[src/sv/brb_pkg.sv]
package brb_pkg;

  localparam int CAPACITY = 4096;
  localparam int ADDR_W   = $clog2(CAPACITY);
  localparam int CNT_W    = $clog2(CAPACITY + 1);

  localparam int MODE_W   = 2;
  localparam int DATA_W   = 8;
  localparam int AMOUNT_W = 13;
  localparam int OFFSET_W = 12;
  localparam int STATUS_W = 2;
  localparam int STORED_W = 13;

  // common width for comparing counts, lengths and offsets
  localparam int WIDE_W = ((AMOUNT_W > CNT_W) ? AMOUNT_W : CNT_W) + 1;

  typedef enum logic [MODE_W-1:0] {
    MODE_PUSH    = 2'd0,
    MODE_PEEK    = 2'd1,
    MODE_CONSUME = 2'd2,
    MODE_CLEAR   = 2'd3
  } mode_e;

  typedef enum logic [STATUS_W-1:0] {
    ST_OK       = 2'd0,
    ST_OVERFLOW = 2'd1,
    ST_RANGE    = 2'd2
  } status_e;

  // controller to datapath commands
  typedef struct packed {
    logic capture;
    logic execute;
    logic load;
  } brb_cmd_t;

endpackage

[src/sv/brb_ctrl.sv]
module brb_ctrl (
  input  logic              clk_i,
  input  logic              rst_ni,
  input  logic              in_valid_i,
  output logic              in_stall_o,
  output logic              out_valid_o,
  input  logic              out_stall_i,
  output brb_pkg::brb_cmd_t cmd_o
);

  typedef enum logic [1:0] {
    S_IDLE,
    S_EXEC,
    S_DONE
  } state_e;

  state_e state_q, state_d;
  logic   out_valid_q, out_valid_d;
  logic   out_free;

  assign out_free = !out_valid_q || !out_stall_i;

  always_comb begin
    state_d       = state_q;
    out_valid_d   = out_valid_q;
    cmd_o.capture = 1'b0;
    cmd_o.execute = 1'b0;
    cmd_o.load    = 1'b0;
    if (out_valid_q && !out_stall_i) begin
      out_valid_d = 1'b0;
    end
    case (state_q)
      S_IDLE: begin
        if (in_valid_i) begin
          cmd_o.capture = 1'b1;
          state_d       = S_EXEC;
        end
      end
      S_EXEC: begin
        cmd_o.execute = 1'b1;
        state_d       = S_DONE;
      end
      S_DONE: begin
        if (out_free) begin
          cmd_o.load  = 1'b1;
          out_valid_d = 1'b1;
          state_d     = S_IDLE;
        end
      end
      default: begin
        state_d = S_IDLE;
      end
    endcase
  end

  always_ff @(posedge clk_i or negedge rst_ni) begin
    if (!rst_ni) begin
      state_q     <= S_IDLE;
      out_valid_q <= 1'b0;
    end else begin
      state_q     <= state_d;
      out_valid_q <= out_valid_d;
    end
  end

  assign in_stall_o  = (state_q != S_IDLE);
  assign out_valid_o = out_valid_q;

endmodule

[config.mk]
export PLATFORM = sky130hd
export DESIGN_NAME = brb_ctrl
export DESIGN_NICKNAME = d
export VERILOG_FILES = /design/src/sv/brb_pkg.sv /design/src/sv/brb_ctrl.sv
export SDC_FILE = /design/constraint.sdc
export NUM_CORES = 1
export LEC_CHECK = 0
export BUFFER_PORTS_ARGS = -buffer_cell sky130_fd_sc_hd__buf_4
export CAP_MARGIN = 0
export CORE_AREA = 5 5 42 44
export DETAILED_ROUTE_END_ITERATION = 6
export DIE_AREA = 0 0 47 49
export GPL_TIMING_DRIVEN = 0
export PLACE_DENSITY = 0.37
export SYNTH_ARGS = -nofsm -noshare
export SYNTH_HDL_FRONTEND = slang
export SYNTH_SLANG_ARGS = --single-unit
[constraint.sdc]
create_clock -name clk_i -period 1.6 [get_ports clk_i]
set_input_delay 0.08 -clock clk_i [delete_from_list [all_inputs] [get_ports clk_i]]
set_output_delay 0.08 -clock clk_i [all_outputs]
set_load 0.01 [all_outputs]
==> summary.txt <==
Outcome
  – Outcome: finished clean

Worst setup path
  – Crit start category: flip-flop
  – Worst R2R End: state_q[0]
  – CP Capture Type: primary output
  – Critical Path Fanout Max: 3
  – WP data arrival: between 1 and 1.5 ns
  – CP Class: flip-flop to primary output
  – Worst R2R Start: state_q[0]
  – Worst r2r path cells: 2
  – R2R Setup Slk: a little over 0.8 ns
  – Required @ worst endpoint: 1.52 ns

Logic synthesis
  – Register area share after synthesis: a little under three fifths
  – Post-synth cell types: 10
  – Syn Nets: 18
  – Mapped Area: ~130 um^2
  – YS warnings: 0
  – Syn_area_per_cell: ~9.5 um^2
  – Synthesized flop and latch total: 3
  – Cell count after synthesis: 14

Power
  – Sw frac: 29.8%
  – Reg power frac: roughly 30%
  – LEAKAGE: 0.131 nW
  – NetSw: between 100 and 150 uW
  – PwrDens: approximately 1600 nW/um^2
  – Internal: about 280 uW
  – Total power: between 300 and 400 uW
  – Combinational fraction of design power: 37.6%
  – Clock group share of total power: 32.9%
  – VDD IR max: just over 0.0005 V

GRT
  – First-pass GRT wire length: a little over 500 um
  – GRT overflow: 0
  – Vias in the first global route: ~130
  – Largest net degree at the start of global routing: 4
  – GRT Total Usage: 3.67%
  – Initial antenna violation count: 0

Timing
  – Fin crit period: between 1 and 1.5 ns
  – Hold Fails Final Rpt: 0
  – Finish-stage setup viols: 0
  – Highest Clock Rate: around 0.86 GHz
  – Fin. max-slew vios: 0
  – Setup tns final: 0 ns
  – Slew HR: between 90% and 100%
  – Clock Skews: between 0.0005 and 0.0006 ns
  – Unrepaired setup endpoints after global routing: no
  – Slew @ Worst Pin: between 0.1 and 0.15 ns
  – Final clock period utilization by the worst path: between 70% and 80%

Floorplanning
  – Die ar.: around 2300 um^2
  – Die height: about 49 um
  – # IOs: 9
  – Initial Util: 9.46%
  – Die Width: approximately 47 um
  – Area of the core: 1400 um^2
  – Rows: 14

Min path
  – HP Start: out_stall_i
  – Hold Crit Class: input port to flip-flop
  – Depth of the worst hold-timing path: 3
  – Endpoint of the worst hold path: out_valid_o

Routing
  – Routed len/inst: 7.23 um
  – Vias per cell: 3.02
  – Post-DRT Antenna Nets: 0
  – WL final: about 310 um
  – Detailed Route Iter0 Violations: 3
  – Vias: between 100 and 150
  – DRC violations left: 0
  – Drt first pass iters: 4

Layout
  – Ant. Diodes: 0
  – Area Growth Syn to Fin: 87.7%
  – Most frequent cells in the layout: buf_4, clkbuf_4, dfrtp_1, nor2_1, nand2_1
  – Final-layout fill cell count: 164
  – Footprint of the multi-input gates: between 40 and 50 um^2
  – Nets: 32
  – FF+latch area: 75.1 um^2
  – Ratio of cells with drive above 1 in the final layout: approximately 44%
  – Most common cell after layout, fill and taps aside: buf_4

Clock tree
  – CTS tree: yes
  – CTS root buf: clkbuf_4
  – Clock sink count: 3
  – Cts bufs inserted: 3
  – Hold Buf Count CTS: 1
  – H-tree Lvls: 1
  – Cts repair resizes: 0
  – CTS Buffer Depth: 2
  – Setup bufs post-CTS: 0
  – Clk_lat worst skew: between 0.2 and 0.25 ns
  – Clock transition at the registers of the reported paths: 0.03 ns

Run
  – Max Cap Viol: 0

Placed design
  – GPL Wtd Cong: slightly above 0.7
  – HPWL Detailed: 253 um
  – PortBufs: 8
## worst max-delay path: stages, from the launching register on
cell	delay [ns]
dfrtp_1	0.37
or2_1	0.26
nor2_1	0.10
buf_4	0.12
## metal layers
| metal | global-route usage, % | part of all wire [%] | vias up |
|---|---|---|---|
| li1 | - | - | 67 |
| met3 | 5.90 | 22 | 0 |
| met1 | 3.75 | 49 | 52 |
| met5 | 0 | 0 | - |
| met4 | 2.76 | 0 | 0 |
| met2 | 2.94 | 29 | 11 |
## flip-flops by register name, indices dropped and copies added, names as in the netlist
| name | count |
|---|---|
| out_valid_o | 1 |
| state_q | 2 |
## per-stage QoR
stage                     cell area, um^2  util, %  hold slack [ns]  std cells  setup WS (ns)
after floorplan                       133        -           -0.216         14          0.702
after global placement                213     15.2           -0.130         38          0.692
after detailed placement              213     15.2           -0.128         38          0.682
after CTS                             249     17.8           0.0616         43          0.421
after global routing                  249     17.8           0.0930         43          0.360
final                                 249     17.8           0.0701         43          0.442
## cell usage after synthesis, drive strengths merged
library cell	count	area [um^2]
dfrtp	3	75.1
nand2	2	7.51
nor2	2	7.51
a21oi	1	5.00
buf	1	7.51
inv	1	3.75
nand2b	1	6.26
nor2b	1	6.26
o21bai	1	7.51
or2	1	6.26
## how the worst max path moves through the flow
stage	start	endpoint	slack, ns
CTS	state_q[0]	cmd_o[2]	0.42
floorplan	state_q[0]	cmd_o[2]	0.70
finish	state_q[0]	cmd_o[2]	0.44
global route	state_q[1]	cmd_o[2]	0.36
detailed placement	state_q[0]	cmd_o[2]	0.68
global placement	state_q[1]	cmd_o[2]	0.69
## cell families (layout without fill, tap and decap cells)
logic type	after synthesis	after routing	share of synthesized area, %
AO/OA/AOI/OAI	2	2	9.43
buffers and inverters	2	15	8.49
flip-flops	3	3	56.6
AND/OR/NAND/NOR	7	7	25.5
## final cells by class
type | instances | share of cell area [%]
Multi-Input combinational cell | 9 | 18.6
Inverter | 1 | 1.51
Tap cell | 16 | 8.04
Clock buffer | 4 | 10.6
Sequential cell | 3 | 30.2
Timing Repair Buffer | 9 | 28.1
Buffer | 1 | 3.02
## power by group through the flow
stage | Combinational, mW | Sequential (mW) | Clock (mW)
after floorplan | 0.0684 | 0.119 | 0
after global placement | 0.147 | 0.115 | 0
after detailed placement | 0.149 | 0.116 | 0
after CTS | 0.151 | 0.116 | 0.138
after global routing | 0.166 | 0.121 | 0.145
final | 0.147 | 0.116 | 0.129
(Power assumes the default switching activity.)
